## src/rtl/tmm_pkg.sv

```systemverilog
`timescale 1ns / 1ps
// tmm_pkg: shared field widths and action codes for the tabu move memory
// no dependencies

package tmm_pkg;

  localparam int ACTION_W = 2;
  localparam int POS_W    = 10;
  localparam int TENURE_W = 5;
  localparam int HELD_W   = 5;

  localparam logic [TENURE_W-1:0] TENURE_RESET = 5'd7;

  typedef enum logic [ACTION_W-1:0] {
    ACT_CHECK  = 2'd0,
    ACT_FORBID = 2'd1,
    ACT_CLEAR  = 2'd2,
    ACT_SPARE  = 2'd3
  } action_e;

endpackage

```

## src/rtl/tmm_list_match.sv

```systemverilog
`timescale 1ns / 1ps
// tmm_list_match: parallel compare of one key against the live slots of the ring
// depends on nothing beyond its parameters

module tmm_list_match #(
  parameter int LIST_DEPTH = 16,
  parameter int KEY_W      = 20,
  parameter int SLOT_W     = 4,
  parameter int CNT_W      = 5
) (
  input  logic [KEY_W-1:0]  entries_i [LIST_DEPTH],
  input  logic [SLOT_W-1:0] oldest_i,
  input  logic [CNT_W-1:0]  held_i,
  input  logic [KEY_W-1:0]  key_i,
  output logic              hit_o
);

  localparam int SpanW = CNT_W + 1;

  logic [LIST_DEPTH-1:0] match;

  always_comb begin
    for (int i = 0; i < LIST_DEPTH; i++) begin
      logic [SpanW-1:0] pos;
      logic [SpanW-1:0] old;
      logic [SpanW-1:0] span;
      pos = SpanW'(i);
      old = SpanW'(oldest_i);
      if (pos >= old) begin
        span = pos - old;
      end else begin
        span = pos + SpanW'(LIST_DEPTH) - old;
      end
      match[i] = (span < SpanW'(held_i)) && (entries_i[i] == key_i);
    end
  end

  assign hit_o = |match;

endmodule

```

## src/rtl/tabu_move_memory_unit.sv

```systemverilog
`timescale 1ns / 1ps
// tabu_move_memory_unit: fifo tabu list of recent move pairs with check, forbid and clear
// depends on tmm_pkg and tmm_list_match
//
//  channel   handshake             payload
//  ------    ---------             -------
//  command   start / busy          action_i, move_first_i, move_second_i
//  result    done_o strobe         allowed_o, entries_held_o
//  config    tenure_we_i           tenure_i
//
// a transaction is taken on any cycle; busy is never raised
// its result strobes from the result register after start passes one input register, then the
// parallel compare across all list slots and the ring pointer update
// reset clears the list, the ring pointer and the strobe and sets tenure to 7
// the receiver cannot stall, so results are simply presented for one cycle

module tabu_move_memory_unit
  import tmm_pkg::*;
#(
  parameter int LIST_DEPTH    = 16,
  parameter int POSITION_BITS = 10
) (
  input  logic                clk_i,
  input  logic                rst_ni,
  input  logic                start,
  output logic                busy,
  input  logic [ACTION_W-1:0] action_i,
  input  logic [POS_W-1:0]    move_first_i,
  input  logic [POS_W-1:0]    move_second_i,
  output logic                done_o,
  output logic                allowed_o,
  output logic [HELD_W-1:0]   entries_held_o,
  input  logic                tenure_we_i,
  input  logic [TENURE_W-1:0] tenure_i
);

  localparam int KeyW  = 2 * POSITION_BITS;
  localparam int SlotW = (LIST_DEPTH > 1) ? $clog2(LIST_DEPTH) : 1;
  localparam int CntW  = $clog2(LIST_DEPTH + 1);
  localparam int SumW  = CntW + 1;

  logic [POSITION_BITS-1:0] first_pos;
  logic [POSITION_BITS-1:0] second_pos;

  if (POSITION_BITS <= POS_W) begin : g_trunc
    assign first_pos  = move_first_i[POSITION_BITS-1:0];
    assign second_pos = move_second_i[POSITION_BITS-1:0];
  end else begin : g_ext
    assign first_pos  = POSITION_BITS'(move_first_i);
    assign second_pos = POSITION_BITS'(move_second_i);
  end

  // input register
  logic                valid_q;
  logic [ACTION_W-1:0] action_q;
  logic [KeyW-1:0]     key_q;

  // list state
  logic [KeyW-1:0]     entries_q [LIST_DEPTH];
  logic [CntW-1:0]     held_q, held_d;
  logic [SlotW-1:0]    oldest_q, oldest_d;
  logic [TENURE_W-1:0] tenure_q;

  // result register
  logic                done_q;
  logic                allowed_q;
  logic [HELD_W-1:0]   entries_held_q;

  logic                hit;
  logic                absent;
  logic                do_write;
  logic [CntW-1:0]     limit;
  logic [SumW-1:0]     slot_sum;
  logic [SlotW-1:0]    wr_slot;

  assign busy = 1'b0;

  tmm_list_match #(
    .LIST_DEPTH (LIST_DEPTH),
    .KEY_W      (KeyW),
    .SLOT_W     (SlotW),
    .CNT_W      (CntW)
  ) u_match (
    .entries_i (entries_q),
    .oldest_i  (oldest_q),
    .held_i    (held_q),
    .key_i     (key_q),
    .hit_o     (hit)
  );

  assign absent   = !hit;
  assign do_write = valid_q && (action_q == ACT_FORBID) && absent;

  always_comb begin
    if (tenure_q == '0) begin
      limit = CntW'(1);
    end else if (int'(tenure_q) > LIST_DEPTH) begin
      limit = CntW'(LIST_DEPTH);
    end else begin
      limit = CntW'(tenure_q);
    end
  end

  // slot just past the young end of the ring
  always_comb begin
    slot_sum = SumW'(oldest_q) + SumW'(held_q);
    if (slot_sum >= SumW'(LIST_DEPTH)) begin
      slot_sum = slot_sum - SumW'(LIST_DEPTH);
    end
    wr_slot = SlotW'(slot_sum);
  end

  always_comb begin
    held_d   = held_q;
    oldest_d = oldest_q;
    if (valid_q) begin
      case (action_q)
        ACT_FORBID: begin
          if (absent) begin
            if (held_q < limit) begin
              held_d = held_q + CntW'(1);
            end else if (int'(oldest_q) == LIST_DEPTH - 1) begin
              oldest_d = '0;
            end else begin
              oldest_d = oldest_q + SlotW'(1);
            end
          end
        end
        ACT_CLEAR: begin
          held_d   = '0;
          oldest_d = '0;
        end
        default: begin
          held_d   = held_q;
          oldest_d = oldest_q;
        end
      endcase
    end
  end

  always_ff @(posedge clk_i or negedge rst_ni) begin
    if (!rst_ni) begin
      valid_q  <= 1'b0;
      held_q   <= '0;
      oldest_q <= '0;
      tenure_q <= TENURE_RESET;
      done_q   <= 1'b0;
    end else begin
      valid_q  <= start && !busy;
      held_q   <= held_d;
      oldest_q <= oldest_d;
      done_q   <= valid_q;
      if (tenure_we_i) begin
        tenure_q <= tenure_i;
      end
    end
  end

  always_ff @(posedge clk_i) begin
    if (start && !busy) begin
      action_q <= action_i;
      key_q    <= {first_pos, second_pos};
    end
    if (do_write) begin
      entries_q[wr_slot] <= key_q;
    end
    if (valid_q) begin
      allowed_q      <= absent;
      entries_held_q <= HELD_W'(held_d);
    end
  end

  assign done_o         = done_q;
  assign allowed_o      = allowed_q;
  assign entries_held_o = entries_held_q;

endmodule

```

## config.mk

```make
export PLATFORM = sky130hd
export DESIGN_NAME = tabu_move_memory_unit
export DESIGN_NICKNAME = d
export VERILOG_FILES = /design/src/rtl/tmm_pkg.sv /design/src/rtl/tmm_list_match.sv /design/src/rtl/tabu_move_memory_unit.sv
export SDC_FILE = /design/constraint.sdc
export NUM_CORES = 1
export LEC_CHECK = 0
export ABC_AREA = 1
export BUFFER_PORTS_ARGS = -buffer_cell sky130_fd_sc_hd__buf_2
export CORE_AREA = 2 2 183 185
export CTS_BUF_LIST = sky130_fd_sc_hd__clkbuf_8
export CTS_CLUSTER_DIAMETER = 100
export DETAILED_ROUTE_END_ITERATION = 10
export DIE_AREA = 0 0 185 187
export PLACE_DENSITY_LB_ADDON = 0.12
export SYNTH_ARGS = -nofsm -noshare
export SYNTH_HDL_FRONTEND = slang
export SYNTH_SLANG_ARGS = --single-unit
```

## constraint.sdc

```tcl
create_clock -name clk_i -period 4.5 [get_ports clk_i]
set_input_delay 0.9 -clock clk_i [delete_from_list [all_inputs] [get_ports clk_i]]
set_output_delay 0.9 -clock clk_i [all_outputs]
set_load 0.05 [all_outputs]
```

# --- Word level (Yosys, flattened, before mapping) ---
# Cells that the tools add are included.
totals:
  ff_bits: 364
  inputBits: 31
classes:
  addsub: 35
  magnitude_cmp: 36
  n_eq_ne: 21
  mux: 29
  bitwise: 1
  reduce_logical: 24
ops:
  columns: ["op", "count"]
  rows:
  - ["$bwmux W320", 1]
  - ["$eq A20 B20 Y1", 16]
  - ["$lt A6 B5 Y1", 16]
  - ["$mux W6", 15]
  - ["$sub A5 B4 Y6 const A", 15]
  - ["$demux W20 S4", 1]
  - ["$sub A4 B4 Y5 const A", 8]
  - ["$ge A4 B4 Y1 const A", 7]
  - ["$mux W5", 5]
  - ["$mux W20", 1]
  - ["$sub A3 B4 Y5 const A", 4]
  - ["$logic_and A1 B1 Y1", 19]
  - ["$ge A3 B4 Y1 const A", 4]
  - ["$mux W4", 4]
  - ["$reduce_or A16 Y1", 1]
  - ["$pmux W5 S2", 1]
  - ["$sub A1 B4 Y5 const A", 2]
  - ["$sub A2 B4 Y5 const A", 2]
  - ["$ge A1 B4 Y1 const A", 2]
  - ["$ge A2 B4 Y1 const A", 2]
  - ["$pmux W4 S2", 1]
  - ["$add A4 B5 Y6", 1]
  - ["$ge A6 B5 Y1 const B", 1]
  - ["$add A5 B1 Y5 const B", 1]
  - ["other kinds (15)", 16]

# --- Depth between registers and ports, before layout ---
depth:
  word_depth: 9
  depth_mapped: 24

# --- Modules after synthesis ---
# Synthesis repeated with hierarchy kept, for this count alone.
unflattened:
  hier_cells: 2115
  hier_area_um2: 19164.6
modules_own_cells:
  columns: ["mod", "instances", "cells_per_inst", "area_each_um2"]
  rows:
  - ["tabu_move_memory_unit", 1, 509, 11658.7]
  - ["tmm_list_match", 1, 1606, 7505.9]

# --- Worst setup path after synthesis ---
# OpenSTA, ideal clock, no wires.
synth_path:
  path_type: "register to register"
  from: "register oldest_q[3]"
  to: "register entries_q[0] (netlist name), enable pin"
  arrival_time_ns: 3.891
  t_required_ns: 4.103
  path_slack_ns: 0.213
  path_stages_with_launch: 24
  period_less_slack_ns: 4.287
  path_cell_list: "dfrtp_1 -> buf_2 -> inv_1 -> clkbuf_1 -> ha_1 -> a21oi_1 -> o21ai_0 -> ha_1 -> inv_1 -> ha_1 -> inv_1 -> nor2_1 -> nand2_1 -> nand2_1 -> nor2_1 -> nand2_1 -> nor2_1 -> nor2_1 -> nand2_1 -> nor2_4 -> nand2_4 -> clkinv_2 -> nand3_4 -> nor2_1"
synth_between:
  elab_chain_cells: 7
synth_lines:
  columns: ["element", "line_no", "rtl"]
  rows:
  - ["from (decl)", "tabu_move_memory_unit.sv:61", "logic [SlotW-1:0] oldest_q, oldest_d;"]
  - ["from (signal assigned)", "tabu_move_memory_unit.sv:151", "oldest_q <= oldest_d;"]
  - ["$sub A5 B4 Y6, or another cell as far along", "tmm_list_match.sv:32", "span = pos + SpanW'(LIST_DEPTH) - old;"]
  - ["$mux W6", "tmm_list_match.sv:29", "if (pos >= old) begin"]
  - ["$lt A6 B5 Y1", "tmm_list_match.sv:34", "match[i] = (span < SpanW'(held_i)) && (entries_i[i] == key_i);"]
  - ["$logic_and A1 B1 Y1", "tmm_list_match.sv:34", null]
  - ["$reduce_or A16 Y1 (*)", "tmm_list_match.sv:38", "assign hit_o = |match;"]
  - ["$logic_not A1 Y1 (*)", "tabu_move_memory_unit.sv:91", "assign absent = !hit;"]
  - ["via absent", "tabu_move_memory_unit.sv:70", "logic absent;"]
  - ["$logic_and A1 B1 Y1 (*)", "tabu_move_memory_unit.sv:92", "assign do_write = valid_q && (action_q == ACT_FORBID) && absent;"]
  - ["to (signal, indexed assignment)", "tabu_move_memory_unit.sv:165", "entries_q[wr_slot] <= key_q;"]
  - ["to (decl)", "tabu_move_memory_unit.sv:59", "logic [KeyW-1:0] entries_q [LIST_DEPTH];"]
# Mark *: on every way through the listed nets, which the timed path passes. The rest lies on a longest branch.
# A chain may end at the register's enable or synchronous reset.

# --- Worst setup path in the final report ---
layout_path:
  from: "register oldest_q[2]"
  to: "register entries_q[196] (netlist name), enable pin"
# Same word-level chain as after synthesis.

==> flow_summary.html <==
<table>
<tr><th>Metric</th><th>Value</th></tr>
<tr><th colspan="2">Global route</th></tr>
<tr><td>Number of antenna violations at the first check in global routing</td><td>0</td></tr>
<tr><td>Grt total ovfl</td><td>0</td></tr>
<tr><td>Number of global-route vias before repair</td><td>13170</td></tr>
<tr><td>Largest net degree at the start of global routing</td><td>33</td></tr>
<tr><td>First-pass GRT wire length</td><td>78290 um</td></tr>
<tr><td>Overall track demand over capacity in global routing</td><td>0.3096</td></tr>
<tr><th colspan="2">Critical path</th></tr>
<tr><td>Worst setup path startpoint</td><td>oldest_q[2]</td></tr>
<tr><td>Maximum fanout along the worst path</td><td>18</td></tr>
<tr><td>Worst path buffer plus inverter count</td><td>6</td></tr>
<tr><td>Cell with the largest stage delay on the worst path</td><td>dfrtp_1</td></tr>
<tr><td>Setup slack of the worst register-to-register path</td><td>390 ps</td></tr>
<tr><td>Critical Setup Path Class</td><td>register to register</td></tr>
<tr><td>Maximum single-stage delay on the critical path</td><td>530 ps</td></tr>
<tr><td>Reg-to-reg startpoint</td><td>oldest_q[2]</td></tr>
<tr><td>Worst path cell trace</td><td>inv_1 -&gt; ha_1 -&gt; a21oi_1 -&gt; o21ai_0 -&gt; ha_1 -&gt; inv_1 -&gt; ha_1 -&gt; inv_1 -&gt; nor2_1 -&gt; nand2_1 -&gt; nand2_1 -&gt; nor2_1 -&gt; nand2_1 -&gt; nor2_1 -&gt; nor2_1 -&gt; nand2_1 -&gt; nor2_4 -&gt; nand2_4 -&gt; clkinv_2 -&gt; nand3_4 -&gt; buf_12 -&gt; nor2_2 -&gt; buf_4</td></tr>
<tr><td>Arrival time at the worst endpoint</td><td>4410 ps</td></tr>
<tr><td>Endpoint of the worst-slack reg-to-reg timing path</td><td>entries_q[196]</td></tr>
<tr><td>Kind of cell adding the most delay to the critical path</td><td>simple AND/OR/NAND/NOR gates</td></tr>
<tr><td>Kind of end point of the critical path</td><td>register</td></tr>
<tr><td>Startpoint type of the worst setup path</td><td>register</td></tr>
<tr><td>FF-to-FF path depth</td><td>23</td></tr>
<tr><td>End point of the critical path</td><td>entries_q[196]</td></tr>
<tr><td>Required time of the critical path</td><td>4800 ps</td></tr>
<tr><td>Logic depth of the worst setup path including buffers</td><td>23</td></tr>
<tr><th colspan="2">STA</th></tr>
<tr><td>Max-slew violation total from the final report</td><td>0</td></tr>
<tr><td>Slew at the pin closest to its max-slew limit</td><td>826.7 ps</td></tr>
<tr><td>Worst Setup Slack, final</td><td>386.9 ps</td></tr>
<tr><td>Accumulated negative setup slack</td><td>0 ps</td></tr>
<tr><td>Max Clk Rate</td><td>243.1 MHz</td></tr>
<tr><td>RSZ-0062 raised after global routing</td><td>false</td></tr>
<tr><td>Final clock skew</td><td>28.93 ps</td></tr>
<tr><td>Worst slew slack as a fraction of its limit</td><td>0.4489</td></tr>
<tr><td>Endpoints failing setup</td><td>0</td></tr>
<tr><td>Shortest clock period the worst path allows after layout</td><td>4113 ps</td></tr>
<tr><td>Total count of hold-check failures in the final report</td><td>0</td></tr>
<tr><td>Final worst path period share</td><td>0.9140</td></tr>
<tr><th colspan="2">Layout</th></tr>
<tr><td>Fraction of final layout cells sized beyond drive strength 1</td><td>0.09613</td></tr>
<tr><td>Final design instance area without fill</td><td>20830 um2</td></tr>
<tr><td>Layout area overhead</td><td>9.918%</td></tr>
<tr><td>Final Net Count</td><td>2222</td></tr>
<tr><td>Fillcell total</td><td>2774</td></tr>
<tr><td>Number of antenna cells inserted</td><td>0</td></tr>
<tr><td>Final core occ</td><td>0.6338</td></tr>
<tr><th colspan="2">Power and ir drop</th></tr>
<tr><td>Part of the power in the clock network</td><td>0.290</td></tr>
<tr><td>Internal power</td><td>6.141 mW</td></tr>
<tr><td>Leakage dissipation</td><td>9.047 nW</td></tr>
<tr><td>Net switching component of the power</td><td>3.142 mW</td></tr>
<tr><td>Portion of total power attributed to combinational logic</td><td>0.279</td></tr>
<tr><td>Switching share of power</td><td>0.3384</td></tr>
<tr><td>Peak supply drop</td><td>262.9 uV</td></tr>
<tr><td>P per Cell Area</td><td>445.7 nW/um2</td></tr>
<tr><td>Seq pwr share</td><td>0.431</td></tr>
<tr><th colspan="2">Drt</th></tr>
<tr><td>Number of antenna-violating nets in the routed design</td><td>0</td></tr>
<tr><td>Count of vias placed by the detailed router</td><td>13890</td></tr>
<tr><td>Post-detailed-route wirelength per cell</td><td>20.24 um</td></tr>
<tr><td>Post-detailed-route DRC marker count</td><td>0</td></tr>
<tr><td>Length of the first detailed-routing pass in iterations</td><td>7</td></tr>
<tr><td>Via density</td><td>5.360</td></tr>
<tr><td>Wire length reported by the detailed router</td><td>52450 um</td></tr>
<tr><td>Number of design-rule violations left by the first detailed-router iteration</td><td>1401</td></tr>
<tr><th colspan="2">Yosys</th></tr>
<tr><td>Summed instance area of the synthesized netlist</td><td>18950 um2</td></tr>
<tr><td>Share of synthesized flip-flops with an asynchronous set or reset</td><td>0.04396</td></tr>
<tr><td>Warnings, synthesis</td><td>0</td></tr>
<tr><td>Synth cell types</td><td>39</td></tr>
<tr><td>Area share of fa/ha/maj cells after synthesis</td><td>0.05890</td></tr>
<tr><td>Fraction of the yosys area taken by sequential cells</td><td>0.5728</td></tr>
<tr><td>Most instantiated flip-flop cell in the synthesis netlist</td><td>edfxtp_1</td></tr>
<tr><td>Avg Synthesized Cell Area</td><td>9.474 um2</td></tr>
<tr><td>Dominant combinational cell family by area after synthesis</td><td>simple AND/OR/NAND/NOR gates</td></tr>
<tr><td>Count of flip-flops with a built-in enable after synthesis</td><td>348</td></tr>
<tr><td>Yosys reg bits</td><td>364</td></tr>
<tr><td>Area fraction in and, or, nand and nor cells after synthesis</td><td>0.2056</td></tr>
<tr><td>Multiplexer fraction of the synthesized cell area</td><td>0.002377</td></tr>
<tr><td>Complex-gate fraction of the synthesized area</td><td>0.03724</td></tr>
<tr><td>Xor/xnor share of the synthesized area</td><td>0.05177</td></tr>
<tr><td>Post-Syn Instances</td><td>2000</td></tr>
<tr><th colspan="2">Clocking</th></tr>
<tr><td>Number of sinks on the clock net</td><td>364</td></tr>
<tr><td>Hold bufs inserted after CTS</td><td>0</td></tr>
<tr><td>Number of buffers created by CTS</td><td>58</td></tr>
<tr><td>Cell chosen for the clock root</td><td>clkbuf_8</td></tr>
<tr><td>Number of resized instances in the post-cts repair step</td><td>0</td></tr>
<tr><td>Worst-Skew Late Latency</td><td>620 ps</td></tr>
<tr><td>Number of buffers between clock root and the deepest sink</td><td>3</td></tr>
<tr><td>Number of H-tree levels</td><td>2</td></tr>
<tr><td>Clock-pin slew on the worst setup and hold paths</td><td>60 ps</td></tr>
<tr><td>Post-CTS setup buffer count</td><td>0</td></tr>
<tr><td>Clock tree from TritonCTS</td><td>built</td></tr>
<tr><th colspan="2">Job</th></tr>
<tr><td>Max-cap check violation count</td><td>0</td></tr>
<tr><th colspan="2">Floorplanning</th></tr>
<tr><td>Die width</td><td>185 um</td></tr>
<tr><td>Number of top-level pins</td><td>39</td></tr>
<tr><td>Initial standard-cell utilization of the core</td><td>0.5766</td></tr>
<tr><td>Rows</td><td>67</td></tr>
<tr><td>Core area</td><td>32860 um2</td></tr>
<tr><td>Overall die area</td><td>34600 um2</td></tr>
<tr><td>Height of the die</td><td>187 um</td></tr>
<tr><th colspan="2">Outcome</th></tr>
<tr><td>Result of the run</td><td>completed</td></tr>
<tr><th colspan="2">Min path</th></tr>
<tr><td>Worst hold-check path type</td><td>input port to async pin</td></tr>
<tr><th colspan="2">Place</th></tr>
<tr><td>Weighted congestion at the end of routability-driven global placement</td><td>0.9373</td></tr>
<tr><td>Port bufs</td><td>37</td></tr>
<tr><td>DP Wirelength</td><td>32830 um</td></tr>
<tr><td>DP Area</td><td>19720 um2</td></tr>
<tr><td>Minimum setup slack after placement</td><td>244.3 ps</td></tr>
</table>
Yosys cell counts (2+ instances only):
library cell,n,area share
o211ai_1,3,0.0012
o31ai_1,3,0.0012
nor2_4,2,0.0012
buf_6,10,0.0059
o21ai_1,26,0.0069
nor3_1,6,0.0016
mux2_2,4,0.0024
inv_2,12,0.0024
nand3_1,42,0.011
inv_4,2,0.00066
a21o_1,3,0.0012
nand2_1,665,0.13
nor2_1,243,0.048
xnor2_1,84,0.039
dfrtp_1,13,0.017
fa_1,2,0.0021
dfstp_2,3,0.0042
xor2_1,28,0.013
edfxtp_1,348,0.55
ha_1,86,0.057
nand3b_1,2,0.00079
conb_1,2,0.00040
o21ai_0,73,0.019
nand4_1,14,0.0046
buf_4,27,0.011
buf_2,12,0.0032
inv_1,239,0.047
nor2_2,11,0.0036
o21bai_1,4,0.0016
a21oi_1,21,0.0055
or2_2,2,0.00066
power by group through the flow:
stage	logic, mW	registers, mW	clock network (mW)
after floorplan	1.64	4.11	0
after global placement	2.48	4.07	0
after detailed placement	2.53	4.07	0
after CTS	2.55	4.00	2.72
after global routing	2.88	4.02	2.87
final	2.59	4.00	2.69
through the flow:
stage	power [mW]	instances	hold WS, ps
after floorplan	5.759	2003	505.5
after global placement	6.548	2489	550.4
after detailed placement	6.603	2489	554.4
after CTS	9.273	2589	222.6
after global routing	9.769	2591	259.8
final	9.283	2591	246.3
metal layers:
| metal | part of all wire | global-route usage |
|---|---|---|
| met1 | 0.43 | 0.4424 |
| met2 | 0.46 | 0.4870 |
| met3 | 0.081 | 0.04128 |
| met4 | 0.036 | 0.1148 |
| met5 | 0 | 0 |
cell families after synthesis:
kind of cell               count (synthesis)
AOI/OAI and AO/OA                        134
xor gates and xnor gates                 112
adders and majority gates                 88
buffers and inverters                    305
DFF                                      364
muxes                                      4
other                                      2
and+or+nand+nor                          991
sequential cells by signal, summed over array words and instances (netlist names):
signal and cells:
entries_q 320, key_q 20, entries_held_o 5, held_q 5
tenure_q 5, oldest_q 4, action_q 2, allowed_o 1
done_o 1, valid_q 1
placed cells by master (no fill, tap or decap), drive strengths merged, types with 6 or more instances in the layout:
cell type | Yosys | final
nand4 | 14 | 14
nor2 | 256 | 256
a21oi | 21 | 21
buf | 49 | 90
xor2 | 28 | 28
clkbuf | 1 | 61
nand3 | 43 | 43
o21ai | 99 | 99
nand2 | 666 | 666
clkinv | 2 | 18
edfxtp | 348 | 348
dfrtp | 13 | 13
ha | 86 | 86
nor3 | 6 | 6
xnor2 | 84 | 84
inv | 253 | 273
how the worst min path moves through the flow:
stage | start | to
final | rst_ni | oldest_q[0]
after global routing | rst_ni | oldest_q[3]
after CTS | rst_ni | oldest_q[0]
after detailed placement | tenure_q[3] | tenure_q[3]
after global placement | tenure_q[3] | tenure_q[3]
after floorplan | tenure_q[3] | tenure_q[3]
cell type report:
cell class              instances  area (um2)  area share
flip-flops and latches        364       10850      0.5211
well taps                     448       560.5     0.02691
multi-input cells            1334        6775      0.3253
inverters                     255       963.4     0.04626
clock buffers                  61       839.6     0.04031
repair buffers                 90       595.6     0.02860
clock inverters                39       239.0     0.01147
worst register-to-register path, cell delays in order, from the launching register on:
cell      delay, ps
dfrtp_1         530
inv_1           220
ha_1            330
a21oi_1         210
o21ai_0         130
ha_1            280
inv_1            40
ha_1            260
inv_1            40
nor2_1          130
nand2_1          80
nand2_1          70
nor2_1           40
nand2_1          60
nor2_1           40
nor2_1           90
nand2_1         120
nor2_4          240
nand2_4         100
clkinv_2         70
nand3_4          70
buf_12          180
nor2_2          160
buf_4           290
(Power assumes the default switching activity.)
